[config.mk]
export PLATFORM = sky130hd
export DESIGN_NAME = class_argmax_palette_histogram
export DESIGN_NICKNAME = d
export VERILOG_FILES = /design/src/design/cap_pkg.sv /design/src/design/cap_ram.sv /design/src/design/cap_datapath.sv /design/src/design/cap_ctrl.sv /design/src/design/class_argmax_palette_histogram.sv
export SDC_FILE = /design/constraint.sdc
export NUM_CORES = 1
export LEC_CHECK = 0
export BUFFER_PORTS_ARGS = -buffer_cell sky130_fd_sc_hd__buf_2
export CAP_MARGIN = 40
export CORE_UTILIZATION = 55
export CTS_CLUSTER_SIZE = 10
export DETAILED_ROUTE_END_ITERATION = 6
export HOLD_SLACK_MARGIN = 0.06
export PLACE_DENSITY = 0.74
export SYNTH_ARGS = -nofsm -noshare
export SYNTH_HDL_FRONTEND = slang
export SYNTH_SLANG_ARGS = --single-unit
[constraint.sdc]
create_clock -name clock -period 5.1 [get_ports clock]
set_clock_uncertainty 0.05 [all_clocks]
set_input_delay 1.02 -clock clock [delete_from_list [all_inputs] [get_ports clock]]
set_output_delay 1.02 -clock clock [all_outputs]
set_load 0.005 [all_outputs]
[src/design/cap_pkg.sv]
package cap_pkg;

   localparam int MAX_CLASSES  = 32;
   localparam int COUNT_BITS   = 20;
   localparam int PALETTE_SIZE = 20;

   localparam int SCORE_BITS = 16;
   localparam int CSR_BITS   = 6;
   localparam int CLASS_BITS = $clog2(MAX_CLASSES);
   localparam int PAL_BITS   = $clog2(PALETTE_SIZE);
   localparam int SLOT_BITS  = (CLASS_BITS > PAL_BITS) ? CLASS_BITS : PAL_BITS;
   localparam int WRAP_STEPS = (MAX_CLASSES + PALETTE_SIZE - 1) / PALETTE_SIZE;

   localparam int RSP_FIELD_BITS = CLASS_BITS + 24 + COUNT_BITS;
   localparam int RSP_DATA_BITS  = ((RSP_FIELD_BITS + 7) / 8) * 8;

   // -1.0 in Q8.8
   localparam logic signed [SCORE_BITS-1:0] SCORE_START = -SCORE_BITS'(256);

   localparam logic KIND_LABEL = 1'b0;
   localparam logic KIND_COUNT = 1'b1;

   // {channel 0, channel 1, channel 2}
   localparam logic [23:0] PALETTE [PALETTE_SIZE] = '{
      24'h800000, 24'h008000, 24'h000080, 24'h808000,
      24'h800080, 24'h008080, 24'hC00000, 24'h00C000,
      24'h0000C0, 24'hC0C000, 24'hC000C0, 24'h00C0C0,
      24'hFF0000, 24'h00FF00, 24'h0000FF, 24'hFFFF00,
      24'hFF00FF, 24'h00FFFF, 24'h808080, 24'hFFFFFF
   };

   typedef struct packed {
      logic take;        // request accepted
      logic rd_label;    // read histogram entry of the label
      logic put_label;   // bump entry, load label result
      logic rd_dump;     // read histogram entry of the dump index
      logic put_count;   // load histogram result, advance dump index
   } cap_cmd_type;

   typedef struct packed {
      logic pixel_end;   // current request closes its pixel
      logic frame_end;   // held frame end of the closed pixel
      logic out_free;    // result register can take a result
      logic dump_last;   // dump index is at the last class
   } cap_stat_type;

   function automatic logic [23:0] palette_rgb(input logic [CLASS_BITS-1:0] label);
      logic [SLOT_BITS-1:0] slot;
      slot = SLOT_BITS'(label);
      for (int i = 0; i < WRAP_STEPS; i++) begin
         if (slot >= SLOT_BITS'(PALETTE_SIZE)) begin
            slot = slot - SLOT_BITS'(PALETTE_SIZE);
         end
      end
      return PALETTE[PAL_BITS'(slot)];
   endfunction

endpackage

[src/design/cap_ram.sv]
module cap_ram #(
   parameter int WIDTH = 8,
   parameter int DEPTH = 32
) (
   input  logic                     clock,
   input  logic                     wr_en,
   input  logic [$clog2(DEPTH)-1:0] wr_addr,
   input  logic [WIDTH-1:0]         wr_data,
   input  logic                     rd_en,
   input  logic [$clog2(DEPTH)-1:0] rd_addr,
   output logic [WIDTH-1:0]         rd_data
);

   logic [WIDTH-1:0] mem_ff [DEPTH];
   logic [WIDTH-1:0] rd_data_ff;

   always_ff @(posedge clock) begin
      if (wr_en) begin
         mem_ff[wr_addr] <= wr_data;
      end
      if (rd_en) begin
         rd_data_ff <= mem_ff[rd_addr];
      end
   end

   assign rd_data = rd_data_ff;

endmodule

[src/design/cap_datapath.sv]
module cap_datapath (
   input  logic                               clock,
   input  logic                               reset,
   input  logic [15:0]                        req_tdata,
   input  logic                               req_tlast,
   input  logic                               csr_wr_en,
   input  logic [cap_pkg::CSR_BITS-1:0]       csr_wr_data,
   input  logic                               rsp_tready,
   output logic                               rsp_tvalid,
   output logic [cap_pkg::RSP_DATA_BITS-1:0]  rsp_tdata,
   output logic                               rsp_tlast,
   output logic                               rsp_tuser,
   input  cap_pkg::cap_cmd_type               cmd,
   output cap_pkg::cap_stat_type              stat
);

   localparam int CB = cap_pkg::CLASS_BITS;
   localparam int SB = cap_pkg::SCORE_BITS;
   localparam int NB = cap_pkg::CSR_BITS;
   localparam int KB = cap_pkg::COUNT_BITS;
   localparam int DB = cap_pkg::RSP_DATA_BITS;

   logic [NB-1:0]        csr_ff, csr_in;
   logic signed [SB-1:0] best_ff, best_in;
   logic [CB-1:0]        bclass_ff, bclass_in;
   logic [CB-1:0]        idx_ff, idx_in;
   logic [CB-1:0]        label_ff, label_in;
   logic                 fe_ff, fe_in;
   logic [NB-1:0]        n_ff, n_in;
   logic [CB-1:0]        didx_ff, didx_in;
   logic [cap_pkg::MAX_CLASSES-1:0] valid_ff, valid_in;

   logic          rv_ff, rv_in;
   logic          kind_ff, kind_in;
   logic [CB-1:0] rcls_ff, rcls_in;
   logic [23:0]   rgb_ff, rgb_in;
   logic [KB-1:0] rcnt_ff, rcnt_in;
   logic          rlast_ff, rlast_in;

   logic signed [SB-1:0] score;
   logic [NB-1:0]        n_eff;
   logic                 better;
   logic [CB-1:0]        winner;
   logic [KB-1:0]        ram_q, label_cnt, dump_cnt, label_inc;
   logic [CB-1:0]        rd_addr;

   assign score  = $signed(req_tdata[SB-1:0]);
   assign better = score > best_ff;
   assign winner = better ? idx_ff : bclass_ff;

   always_comb begin
      n_eff = csr_ff;
      if (csr_ff == '0) begin
         n_eff = NB'(1);
      end else if (csr_ff > NB'(cap_pkg::MAX_CLASSES)) begin
         n_eff = NB'(cap_pkg::MAX_CLASSES);
      end
   end

   assign rd_addr   = cmd.rd_label ? label_ff : didx_ff;
   assign label_cnt = valid_ff[label_ff] ? ram_q : '0;
   assign dump_cnt  = valid_ff[didx_ff] ? ram_q : '0;
   assign label_inc = (label_cnt == '1) ? label_cnt : label_cnt + KB'(1);

   cap_ram #(
      .WIDTH (KB),
      .DEPTH (cap_pkg::MAX_CLASSES)
   ) u_hist (
      .clock   (clock),
      .wr_en   (cmd.put_label),
      .wr_addr (label_ff),
      .wr_data (label_inc),
      .rd_en   (cmd.rd_label | cmd.rd_dump),
      .rd_addr (rd_addr),
      .rd_data (ram_q)
   );

   assign stat.pixel_end = ((NB'(idx_ff) + NB'(1)) >= n_eff) || req_tlast;
   assign stat.frame_end = fe_ff;
   assign stat.out_free  = !rv_ff || rsp_tready;
   assign stat.dump_last = (NB'(didx_ff) + NB'(1)) == n_ff;

   always_comb begin
      csr_in    = csr_wr_en ? csr_wr_data : csr_ff;
      best_in   = best_ff;
      bclass_in = bclass_ff;
      idx_in    = idx_ff;
      label_in  = label_ff;
      fe_in     = fe_ff;
      n_in      = n_ff;
      didx_in   = didx_ff;
      valid_in  = valid_ff;
      rv_in     = rv_ff && !rsp_tready;
      kind_in   = kind_ff;
      rcls_in   = rcls_ff;
      rgb_in    = rgb_ff;
      rcnt_in   = rcnt_ff;
      rlast_in  = rlast_ff;

      if (cmd.take) begin
         if (stat.pixel_end) begin
            best_in   = cap_pkg::SCORE_START;
            bclass_in = '0;
            idx_in    = '0;
            label_in  = winner;
            fe_in     = req_tlast;
            n_in      = n_eff;
            didx_in   = '0;
         end else begin
            best_in   = better ? score : best_ff;
            bclass_in = winner;
            idx_in    = idx_ff + CB'(1);
         end
      end

      if (cmd.put_label) begin
         valid_in[label_ff] = 1'b1;
         rv_in    = 1'b1;
         kind_in  = cap_pkg::KIND_LABEL;
         rcls_in  = label_ff;
         rgb_in   = cap_pkg::palette_rgb(label_ff);
         rcnt_in  = '0;
         rlast_in = !fe_ff;
      end

      if (cmd.put_count) begin
         rv_in    = 1'b1;
         kind_in  = cap_pkg::KIND_COUNT;
         rcls_in  = didx_ff;
         rgb_in   = '0;
         rcnt_in  = dump_cnt;
         rlast_in = stat.dump_last;
         didx_in  = didx_ff + CB'(1);
         if (stat.dump_last) begin
            valid_in = '0;
         end
      end
   end

   always_ff @(posedge clock) begin
      if (reset) begin
         csr_ff    <= NB'(1);
         best_ff   <= cap_pkg::SCORE_START;
         bclass_ff <= '0;
         idx_ff    <= '0;
         valid_ff  <= '0;
         rv_ff     <= 1'b0;
      end else begin
         csr_ff    <= csr_in;
         best_ff   <= best_in;
         bclass_ff <= bclass_in;
         idx_ff    <= idx_in;
         valid_ff  <= valid_in;
         rv_ff     <= rv_in;
      end
      label_ff <= label_in;
      fe_ff    <= fe_in;
      n_ff     <= n_in;
      didx_ff  <= didx_in;
      kind_ff  <= kind_in;
      rcls_ff  <= rcls_in;
      rgb_ff   <= rgb_in;
      rcnt_ff  <= rcnt_in;
      rlast_ff <= rlast_in;
   end

   assign rsp_tvalid = rv_ff;
   assign rsp_tuser  = kind_ff;
   assign rsp_tlast  = rlast_ff;
   assign rsp_tdata  = DB'({rcnt_ff, rgb_ff[7:0], rgb_ff[15:8], rgb_ff[23:16], rcls_ff});

`ifndef SYNTHESIS
   a_load_when_free: assert property (@(posedge clock) disable iff (reset)
      (cmd.put_label || cmd.put_count) |-> stat.out_free)
      else $error("result loaded over an untaken result");

   a_hist_cleared: assert property (@(posedge clock) disable iff (reset)
      (cmd.put_count && stat.dump_last) |=> (valid_ff == '0))
      else $error("histogram not cleared after dump");

   a_pixel_restart: assert property (@(posedge clock) disable iff (reset)
      (cmd.take && stat.pixel_end) |=> (idx_ff == '0 && best_ff == cap_pkg::SCORE_START))
      else $error("running maximum not restarted at pixel end");
`endif

endmodule

[src/design/cap_ctrl.sv]
module cap_ctrl (
   input  logic                  clock,
   input  logic                  reset,
   input  logic                  req_tvalid,
   output logic                  req_tready,
   input  cap_pkg::cap_stat_type stat,
   output cap_pkg::cap_cmd_type  cmd
);

   typedef enum logic [2:0] {
      ST_IDLE,
      ST_LRD,
      ST_LWR,
      ST_DRD,
      ST_DOUT
   } state_type;

   state_type state_ff, state_in;

   assign req_tready = (state_ff == ST_IDLE);

   always_comb begin
      state_in = state_ff;
      cmd      = '0;
      case (state_ff)
         ST_IDLE: begin
            if (req_tvalid) begin
               cmd.take = 1'b1;
               if (stat.pixel_end) begin
                  state_in = ST_LRD;
               end
            end
         end
         ST_LRD: begin
            cmd.rd_label = 1'b1;
            state_in     = ST_LWR;
         end
         ST_LWR: begin
            if (stat.out_free) begin
               cmd.put_label = 1'b1;
               state_in      = stat.frame_end ? ST_DRD : ST_IDLE;
            end
         end
         ST_DRD: begin
            cmd.rd_dump = 1'b1;
            state_in    = ST_DOUT;
         end
         ST_DOUT: begin
            if (stat.out_free) begin
               cmd.put_count = 1'b1;
               state_in      = stat.dump_last ? ST_IDLE : ST_DRD;
            end
         end
         default: begin
            state_in = ST_IDLE;
         end
      endcase
   end

   always_ff @(posedge clock) begin
      if (reset) begin
         state_ff <= ST_IDLE;
      end else begin
         state_ff <= state_in;
      end
   end

`ifndef SYNTHESIS
   a_pixel_end_goes_read: assert property (@(posedge clock) disable iff (reset)
      (req_tvalid && req_tready && stat.pixel_end) |=> (state_ff == ST_LRD))
      else $error("pixel end did not start histogram update");

   a_dump_ends_idle: assert property (@(posedge clock) disable iff (reset)
      (cmd.put_count && stat.dump_last) |=> req_tready)
      else $error("dump did not return to idle");

   a_take_when_ready: assert property (@(posedge clock) disable iff (reset)
      cmd.take |-> req_tready)
      else $error("request taken while not ready");
`endif

endmodule

[src/design/class_argmax_palette_histogram.sv]
// A score that does not close its pixel keeps the block ready, so a new score is taken every cycle
// until a pixel closes. A pixel's closing score has its label result loaded onto rsp after a histogram
// read state and a read-modify-write state that waits for a free result register; the next request is taken
// once that result is loaded. A frame end first adds a dump, one RAM read and one load per class, class_count entries.
// Reset: class_count 1, running maximum -1.0, histogram cleared at once through its valid bits.
module class_argmax_palette_histogram (
   input  logic                              clock,
   input  logic                              reset,
   // request channel
   input  logic                              req_tvalid,
   output logic                              req_tready,
   input  logic [15:0]                       req_tdata,   // score
   input  logic                              req_tlast,   // frame_end
   // result channel
   output logic                              rsp_tvalid,
   input  logic                              rsp_tready,
   // class_id, color_first, color_second, color_third, pixel_count, zero fill
   output logic [cap_pkg::RSP_DATA_BITS-1:0] rsp_tdata,
   output logic                              rsp_tlast,   // last
   output logic                              rsp_tuser,   // kind
   // class_count register
   input  logic                              csr_wr_en,
   input  logic [cap_pkg::CSR_BITS-1:0]      csr_wr_data
);

   cap_pkg::cap_cmd_type  cmd;
   cap_pkg::cap_stat_type stat;

   // Sequencer: accept scores, run the histogram update and the frame-end dump.
   cap_ctrl u_ctrl (
      .clock      (clock),
      .reset      (reset),
      .req_tvalid (req_tvalid),
      .req_tready (req_tready),
      .stat       (stat),
      .cmd        (cmd)
   );

   // Running maximum, histogram RAM, palette lookup and result register.
   cap_datapath u_dp (
      .clock       (clock),
      .reset       (reset),
      .req_tdata   (req_tdata),
      .req_tlast   (req_tlast),
      .csr_wr_en   (csr_wr_en),
      .csr_wr_data (csr_wr_data),
      .rsp_tready  (rsp_tready),
      .rsp_tvalid  (rsp_tvalid),
      .rsp_tdata   (rsp_tdata),
      .rsp_tlast   (rsp_tlast),
      .rsp_tuser   (rsp_tuser),
      .cmd         (cmd),
      .stat        (stat)
   );

endmodule

==> run summary, run 1 <==
====================================================================================
Tot GR Track Use                                                               0.295
Initial DRC Count                                                              2,398
DR WL/cell                                                                   27.1 um
CTS resizes                                                                        0
Yosys cell types                                                                  66
Worst reg2reg path startpoint                                           u_dp.label_ff[4]$_DFFE_PP_
Most common library cell in the layout ignoring fill and taps               edfxtp_1
First-pass iteration count of the detailed router                                  6
Inserted Clock Buffers                                                            89
Boundary Pins                                                                     88
Critical Path End                                                       u_dp.u_hist.mem_ff[11][1]$_DFFE_PP_
Per-cell via count in the routed design                                         6.43
Cell-internal power                                                         0.0110 W
Count of endpoints failing hold in the final timing report                         0
Clock group share of total power                                               0.391
Critical path fanouts, max                                                        32
Kind of end point of the critical path                                     flip-flop
Root cell of the clock tree                                                clkbuf_16
Core area                                                                57,800 um^2
Depth of the worst register-to-register path                                      12
Smallest setup slack after layout                                             762 ps
Final clock period utilization by the worst path                               0.851
Post-synth EDFFs                                                                 703
Fraction of power spent switching nets                                         0.243
Post-synthesis instance area                                             32,200 um^2
Largest net degree at the start of global routing                                 98
Flip-flop cell with the highest count after synthesis                       edfxtp_1
Vias in the first global route                                                20,300
Count of nets left with antenna violations after detail routing                    0
Number of maximum-capacitance violations                                           0
Top library cells by usage in the layout, fill and taps aside           edfxtp_1 (703), nand2_1 (404), mux2i_1 (180), nor2_1 (106), clkbuf_16 (90)
Number of nets in the final layout                                             2,522
Yosys top cell area share                                                      0.655
Post-layout min period                                                       4340 ps
Outcome                                                                 complete, no violations
Worst Max-Slew Pin Slew                                                       939 ps
Synthesis-to-layout area growth                                                13.6%
Leading area contributor after synthesis                                    edfxtp_1
Static Leak                                                                  13.2 nW
Die area                                                                 59,600 um^2
Synthesized area per cell                                                  13.8 um^2
Number of vias in the routed layout                                           21,000
Wire length of the first global-routing pass                                  128 mm
Clock latency of the later-clocked register in the worst-skew pair            640 ps
Number of failing setup endpoints in the final timing report                       0
Setup slack, reg-to-reg                                                       760 ps
Remaining global-route overflow                                                    0
Routed wire length                                                           88.3 mm
Global placement routability congestion                                        0.875
Maximum ir drop on the vdd rail                                           0.000295 V
Number of hold buffers added after cts                                             0
Part of the total power dissipated in combinational logic                      0.110
Unrepaired setup endpoints after global routing                                false
Max-slew violation count                                                           0
Net load switching power                                                   0.00354 W
Number of buffers on the longest clock path                                        3
Proportion of synthesized chip area in sequential cells                        0.703
Synthesis Warnings                                                                 0
Height of the die                                                             244 um
Share of layout cells above drive strength 1                                   0.146
CTS HTree Levels                                                                   3
CTS tree                                                                        done
Timing startpoint of the critical path                                  u_dp.label_ff[4]$_DFFE_PP_
Initial Util                                                                   0.558
Pwr/cell area                                                            397 nW/um^2
Worst endpoint data arrival time                                             4570 ps
Worst Path Required                                                          5330 ps
Worst slack at placement                                                      877 ps
Share of flip-flops with an asynchronous set or reset after synthesis              0
HPWL after detailed placement                                                49.7 mm
Number of sinks handled by clock tree synthesis                                  781
Worst-path clk slew                                                            50 ps
Share of total power in sequential cells                                       0.498
Worst Path Class, Setup                                                   reg -> reg
Worst hold margin                                                             395 ps
Most area-consuming cells after synthesis                               edfxtp_1 (65%), mux2i_1 (5.6%), dfxtp_1 (4.8%)
DR DRC count                                                                       0
Remaining max-slew budget at the tightest pin                                  0.374
Count of buffers added by post-CTS timing repair for setup                         0
IO Port Bufs                                                                      80
Worst Hold Class                                                          reg -> reg
Fmax achieved                                                                231 MHz
Placement Rows                                                                    88
Ant diodes                                                                         0
Overall power consumption                                                   0.0146 W
Setup crit start kind                                                      flip-flop
Crit Reg-Reg Endpoint                                                   u_dp.u_hist.mem_ff[11][1]$_DFFE_PP_
Mapped Cells                                                                   2,335
Flip-flop and latch count after synthesis                                        781
Die span in x                                                                 244 um
Antenna violations before repair                                                   0
Setup TNS Final                                                                 0 ps
====================================================================================
## logic make-up (layout without fill, tap and decap cells)
| group | count (synthesis) | count (layout) | synth area share |
|---|---|---|---|
| other cells | 1 | 7 | 0.000116 |
| flops | 781 | 781 | 0.703 |
| fa+ha+maj | 35 | 35 | 0.0136 |
| mux | 202 | 202 | 0.0677 |
| simple gates | 811 | 811 | 0.114 |
| compound gates | 290 | 290 | 0.0658 |
| xor+xnor | 27 | 27 | 0.00733 |
| buf+inv | 188 | 342 | 0.0286 |
## layout make-up
| cell class | count | area, um^2 |
|---|---|---|
| repair buffers | 186 | 1540 |
| well taps | 765 | 957 |
| flip-flops and latches | 781 | 22700 |
| multi-input cells | 1372 | 8820 |
| fillers | 4106 | 21200 |
| clock inverters | 10 | 165 |
| inverters | 29 | 109 |
| clock buffers | 117 | 2370 |
## metal layers
layer / vias to the layer above / track usage / share of wire
met2: 1298 / 0.476 / 0.47
li1: 9001 / - / -
met1: 10400 / 0.393 / 0.38
met4: 0 / 0.133 / 0.043
met3: 251 / 0.0514 / 0.10
met5: - / 0 / 0
## worst min-delay path by stage
stage | startpoint | endpoint | slack [ps] | cells after the start
2_1_floorplan | u_dp.rsp_tuser$_SDFFE_PP1P_ | u_dp.rsp_tuser$_SDFFE_PP1P_ | 390 | 2
3_3_place_gp | u_dp.rsp_tuser$_SDFFE_PP1P_ | u_dp.rsp_tuser$_SDFFE_PP1P_ | 380 | 2
3_5_place_dp | u_dp.rsp_tuser$_SDFFE_PP1P_ | u_dp.rsp_tuser$_SDFFE_PP1P_ | 390 | 2
4_1_cts | u_dp.rsp_tuser$_SDFFE_PP1P_ | u_dp.rsp_tuser$_SDFFE_PP1P_ | 400 | 2
5_1_grt | u_dp.rsp_tuser$_SDFFE_PP1P_ | u_dp.rsp_tuser$_SDFFE_PP1P_ | 410 | 2
6_report | u_dp.rsp_tuser$_SDFFE_PP1P_ | u_dp.rsp_tuser$_SDFFE_PP1P_ | 390 | 2
## stage by stage
| stage | utilization | cells | cell area (um^2) |
|---|---|---|---|
| final | 0.634 | 3260 | 36600 |
| after global routing | 0.634 | 3260 | 36600 |
| after CTS | 0.634 | 3259 | 36600 |
| after detailed placement | 0.590 | 3132 | 34100 |
| after global placement | 0.585 | 3117 | 33800 |
| after floorplan | - | 2341 | 32300 |
## synthesized netlist by cell type, drive strengths merged (2+ instances only)
| cell | number |
|---|---|
| nor2 | 138 |
| or3 | 6 |
| ha | 35 |
| o21ba | 10 |
| nor3b | 6 |
| inv | 25 |
| o31a | 2 |
| a21o | 3 |
| or2 | 2 |
| and2 | 24 |
| a31oi | 5 |
| clkinv | 4 |
| nand3 | 37 |
| a21oi | 23 |
| and3 | 88 |
| mux2 | 10 |
| xor2 | 19 |
| a2bb2oi | 2 |
| a211oi | 7 |
| nand2 | 408 |
| a211o | 2 |
| and4 | 3 |
| nor3 | 19 |
| nor2b | 14 |
| buf | 87 |
| nor4 | 44 |
| a22o | 14 |
| o211ai | 11 |
| o22ai | 84 |
| nand4 | 8 |
| mux4 | 11 |
| edfxtp | 703 |
| clkbuf | 72 |
| o21ai | 25 |
| xnor2 | 8 |
| mux2i | 181 |
| nand3b | 2 |
| o31ai | 3 |
| a311oi | 81 |
| dfxtp | 78 |
| nand2b | 8 |
| o2111ai | 3 |
| a21boi | 3 |
## worst max-delay path: stages, from the launching register on
cell      delay [ps]
edfxtp_1         590
or3_1            530
o22ai_1          270
a21oi_1          110
o2111a_1         230
nor2b_1          150
ha_1             190
and3_1           350
and3_1           290
nand3_1          290
buf_4            270
nor2_1           100
mux2_2           560
## power by group through the flow
| stage | Combinational (W) | Clock (W) | Sequential (W) |
|---|---|---|---|
| after floorplan | 0.00108 | 0 | 0.00735 |
| after global placement | 0.00148 | 0 | 0.00738 |
| after detailed placement | 0.00156 | 0 | 0.00739 |
| after CTS | 0.00158 | 0.00574 | 0.00726 |
| after global routing | 0.00172 | 0.00599 | 0.00726 |
| final | 0.00161 | 0.00569 | 0.00726 |
## sequential cells by signal, summed over array words and instances, names as in the netlist, 5 cells and up
| register | count |
|---|---|
| u_dp.csr_ff | 6 |
| u_dp.didx_ff | 5 |
| u_dp.u_hist.mem_ff | 640 |
| u_dp.best_ff | 16 |
| u_dp.rcls_ff | 5 |
| u_dp.valid_ff | 32 |
| u_dp.rgb_ff | 9 |
| u_dp.bclass_ff | 5 |
| u_dp.rcnt_ff | 20 |
| u_dp.u_hist.rd_data | 20 |
| u_dp.n_ff | 6 |
| u_dp.idx_ff | 5 |
| u_dp.label_ff | 5 |
Note: power is estimated with default switching activity, not from simulation.
==> run 2, diff against run 1 <==
Settings changed: GPL_TIMING_DRIVEN from default to 0.
==> run 2 against run 1 <==
Effect of this change:
- setup slack lost 600 ps
- non-clock buffer count grew 122
- via count shrank 0.82%
- critical path depth grew 3
- sequential power is essentially flat
- first-iteration DRC count shrank 5.5%
- sequential share of layout area shrank 1.3 points
- count of clock-buffer cells in the layout grew 6
- critical path type unchanged
- largest cell class unchanged
- highest routed layer unchanged
==> run summary, run 2 (synthesized netlist as in run 1, its figures left out) <==
==================================================================================
Smallest setup slack after layout                                           162 ps
Boundary Pins                                                                   88
Per-cell via count in the routed design                                       6.14
Die span in x                                                               244 um
Placement Rows                                                                  88
Multi-input gate area                                                    8890 um^2
Number of cells in the design after placement                                3,240
Maximum ir drop on the vdd rail                                         0.000255 V
Core area                                                              57,800 um^2
Cell family contributing the most delay on the critical path          simple AND/OR/NAND/NOR gates
Critical path fanouts, max                                                      32
Clock latency of the later-clocked register in the worst-skew pair          640 ps
Height of the die                                                           244 um
Initial Util                                                                 0.558
Post-layout min period                                                     4940 ps
Worst Path Required                                                        5320 ps
Number of sinks handled by clock tree synthesis                                781
Worst endpoint data arrival time                                           5160 ps
Vias in the first global route                                              20,700
Part of the total power dissipated in combinational logic                    0.124
Count of endpoints failing hold in the final timing report                       0
Routed wire length                                                         80.6 mm
Number of standard cells in the final layout excluding fillers               3,387
Antenna violations before repair                                                 0
Clock group share of total power                                             0.384
Tot GR Track Use                                                             0.272
Worst path max stage delay                                                  560 ps
Wire length of the first global-routing pass                                123 mm
CP max-delay cell                                                         edfxtp_1
Static Leak                                                                13.5 nW
Pwr/cell area                                                          392 nW/um^2
Synthesis-to-layout area growth                                              16.0%
First-pass iteration count of the detailed router                                5
Number of nets in the final layout                                           2,644
Fmax achieved                                                              203 MHz
Number of fillers in the final layout                                        3,986
Sum of buffers and inverters on the critical path                                4
Cell-internal power                                                       0.0111 W
Share of layout cells above drive strength 1                                 0.163
Register area                                                          22,700 um^2
HPWL after detailed placement                                              54.9 mm
Count of nets left with antenna violations after detail routing                  0
Top library cells by usage in the layout, fill and taps aside         edfxtp_1 (703), nand2_1 (408), mux2i_1 (180), buf_2 (128), clkbuf_1 (100)
Most common library cell in the layout ignoring fill and taps             edfxtp_1
Number of vias in the routed layout                                         20,800
Inserted Clock Buffers                                                          89
Worst Path Class, Setup                                                 reg -> reg
Final clock period utilization by the worst path                             0.968
IO Port Bufs                                                                    78
Number of hold buffers added after cts                                           0
Placed Instance Area                                                   34,600 um^2
Remaining global-route overflow                                                  0
Net load switching power                                                 0.00362 W
Global placement routability congestion                                      0.958
Max-slew violation count                                                         0
Non-Filler Cell Area, Final                                            37,400 um^2
DR WL/cell                                                                 23.8 um
Ant diodes                                                                       0
Fraction of power spent switching nets                                       0.247
Remaining max-slew budget at the tightest pin                                0.370
DR DRC count                                                                     0
Register with the most flip-flops                                     u_dp.u_hist.mem_ff
Die area                                                               59,600 um^2
Share of total power in sequential cells                                     0.493
Outcome                                                               complete, no violations
CTS tree                                                                      done
Worst Hold Class                                                        reg -> reg
Kind of end point of the critical path                                   flip-flop
Initial DRC Count                                                            2,266
Flip-flop count of the largest register, all copies and words added            640
Number of maximum-capacitance violations                                         0
Largest net degree at the start of global routing                               33
Largest registers                                                     u_dp.u_hist.mem_ff x640, u_dp.valid_ff x32
Worst-path cell chain                                                 clkbuf_4, buf_4, mux2i_1, nor2_1, nor4_1, o2111a_1, clkbuf_4, nor2b_1, ha_1, and3_1, and3_1, clkbuf_1, nand3_2, nand2_1, mux2_2
Number of failing setup endpoints in the final timing report                     0
Number of buffers on the longest clock path                                      3
Setup crit start kind                                                    flip-flop
Root cell of the clock tree                                              clkbuf_16
Worst slack at placement                                                   -595 ps
Worst Max-Slew Pin Slew                                                     934 ps
Setup TNS Final                                                               0 ps
CTS HTree Levels                                                                 3
Worst-path clk slew                                                          60 ps
==================================================================================
## run 2: changes by cell type in the layout (fill, tap and decap cells not counted), sizes merged
cell and change:
buf +49, clkinv -4, clkbuf +79, clkinvlp +3, bufinv -1, inv +1
## run 2: routing by layer
layer,vias to the layer above,track usage,share of wire
met3,177,0.0492,0.096
met5,-,0,0
met2,1126,0.453,0.49
li1,9260,-,-
met4,0,0.0855,0.026
met1,10200,0.364,0.39
## run 2: final timing paths
path	startpoint	end	slack (ps)	depth (start not counted)
worst max-delay path	u_dp.label_ff[1]$_DFFE_PP_	u_dp.u_hist.mem_ff[18][2]$_DFFE_PP_	160	15
worst min-delay path	u_dp.rsp_tuser$_SDFFE_PP1P_	u_dp.rsp_tuser$_SDFFE_PP1P_	390	2
worst max register to register	u_dp.label_ff[1]$_DFFE_PP_	u_dp.u_hist.mem_ff[18][2]$_DFFE_PP_	160	15
worst min register to register	u_dp.rsp_tuser$_SDFFE_PP1P_	u_dp.rsp_tuser$_SDFFE_PP1P_	390	2
## run 2: power by group through the flow
stage          logic [W]  registers [W]  clock network [W]
2_1_floorplan    0.00108        0.00735                  0
3_3_place_gp     0.00161        0.00736                  0
3_5_place_dp     0.00173        0.00736                  0
4_1_cts          0.00176        0.00723            0.00567
5_1_grt          0.00194        0.00724            0.00593
6_report         0.00181        0.00723            0.00563
## run 2: layout make-up
class,instances,share of cell area
Buffer,158,0.0219
Clock buffer,123,0.0643
Clock inverter,9,0.00241
Inverter,29,0.00311
Multi-Input combinational cell,1372,0.237
Sequential cell,781,0.606
Tap cell,765,0.0256
Timing Repair Buffer,150,0.0394
## run 2: worst register-to-register path: stages (launching register included)
cell and delay [ps]:
edfxtp_1 560, clkbuf_4 340, buf_4 280, mux2i_1 270, nor2_1 60, nor4_1 340
o2111a_1 380, clkbuf_4 370, nor2b_1 110, ha_1 250, and3_1 310, and3_1 230
clkbuf_1 160, nand3_2 220, nand2_1 110, mux2_2 540
## run 2: repair_timing
action                                  CTS  global route
setup buffers                             4            11
gates resized for setup                  12            11
pin swaps                                 1             3
endpoints found under the setup margin  532           480
cloned                                    0             0
## run 2: metrics by stage
step | hold slack (ps) | total power, W | utilization
after floorplan | 389 | 0.00842 | -
after global placement | 379 | 0.00898 | 0.582
after detailed placement | 385 | 0.00909 | 0.599
after CTS | 395 | 0.0147 | 0.645
after global routing | 415 | 0.0151 | 0.647
final | 393 | 0.0147 | 0.647
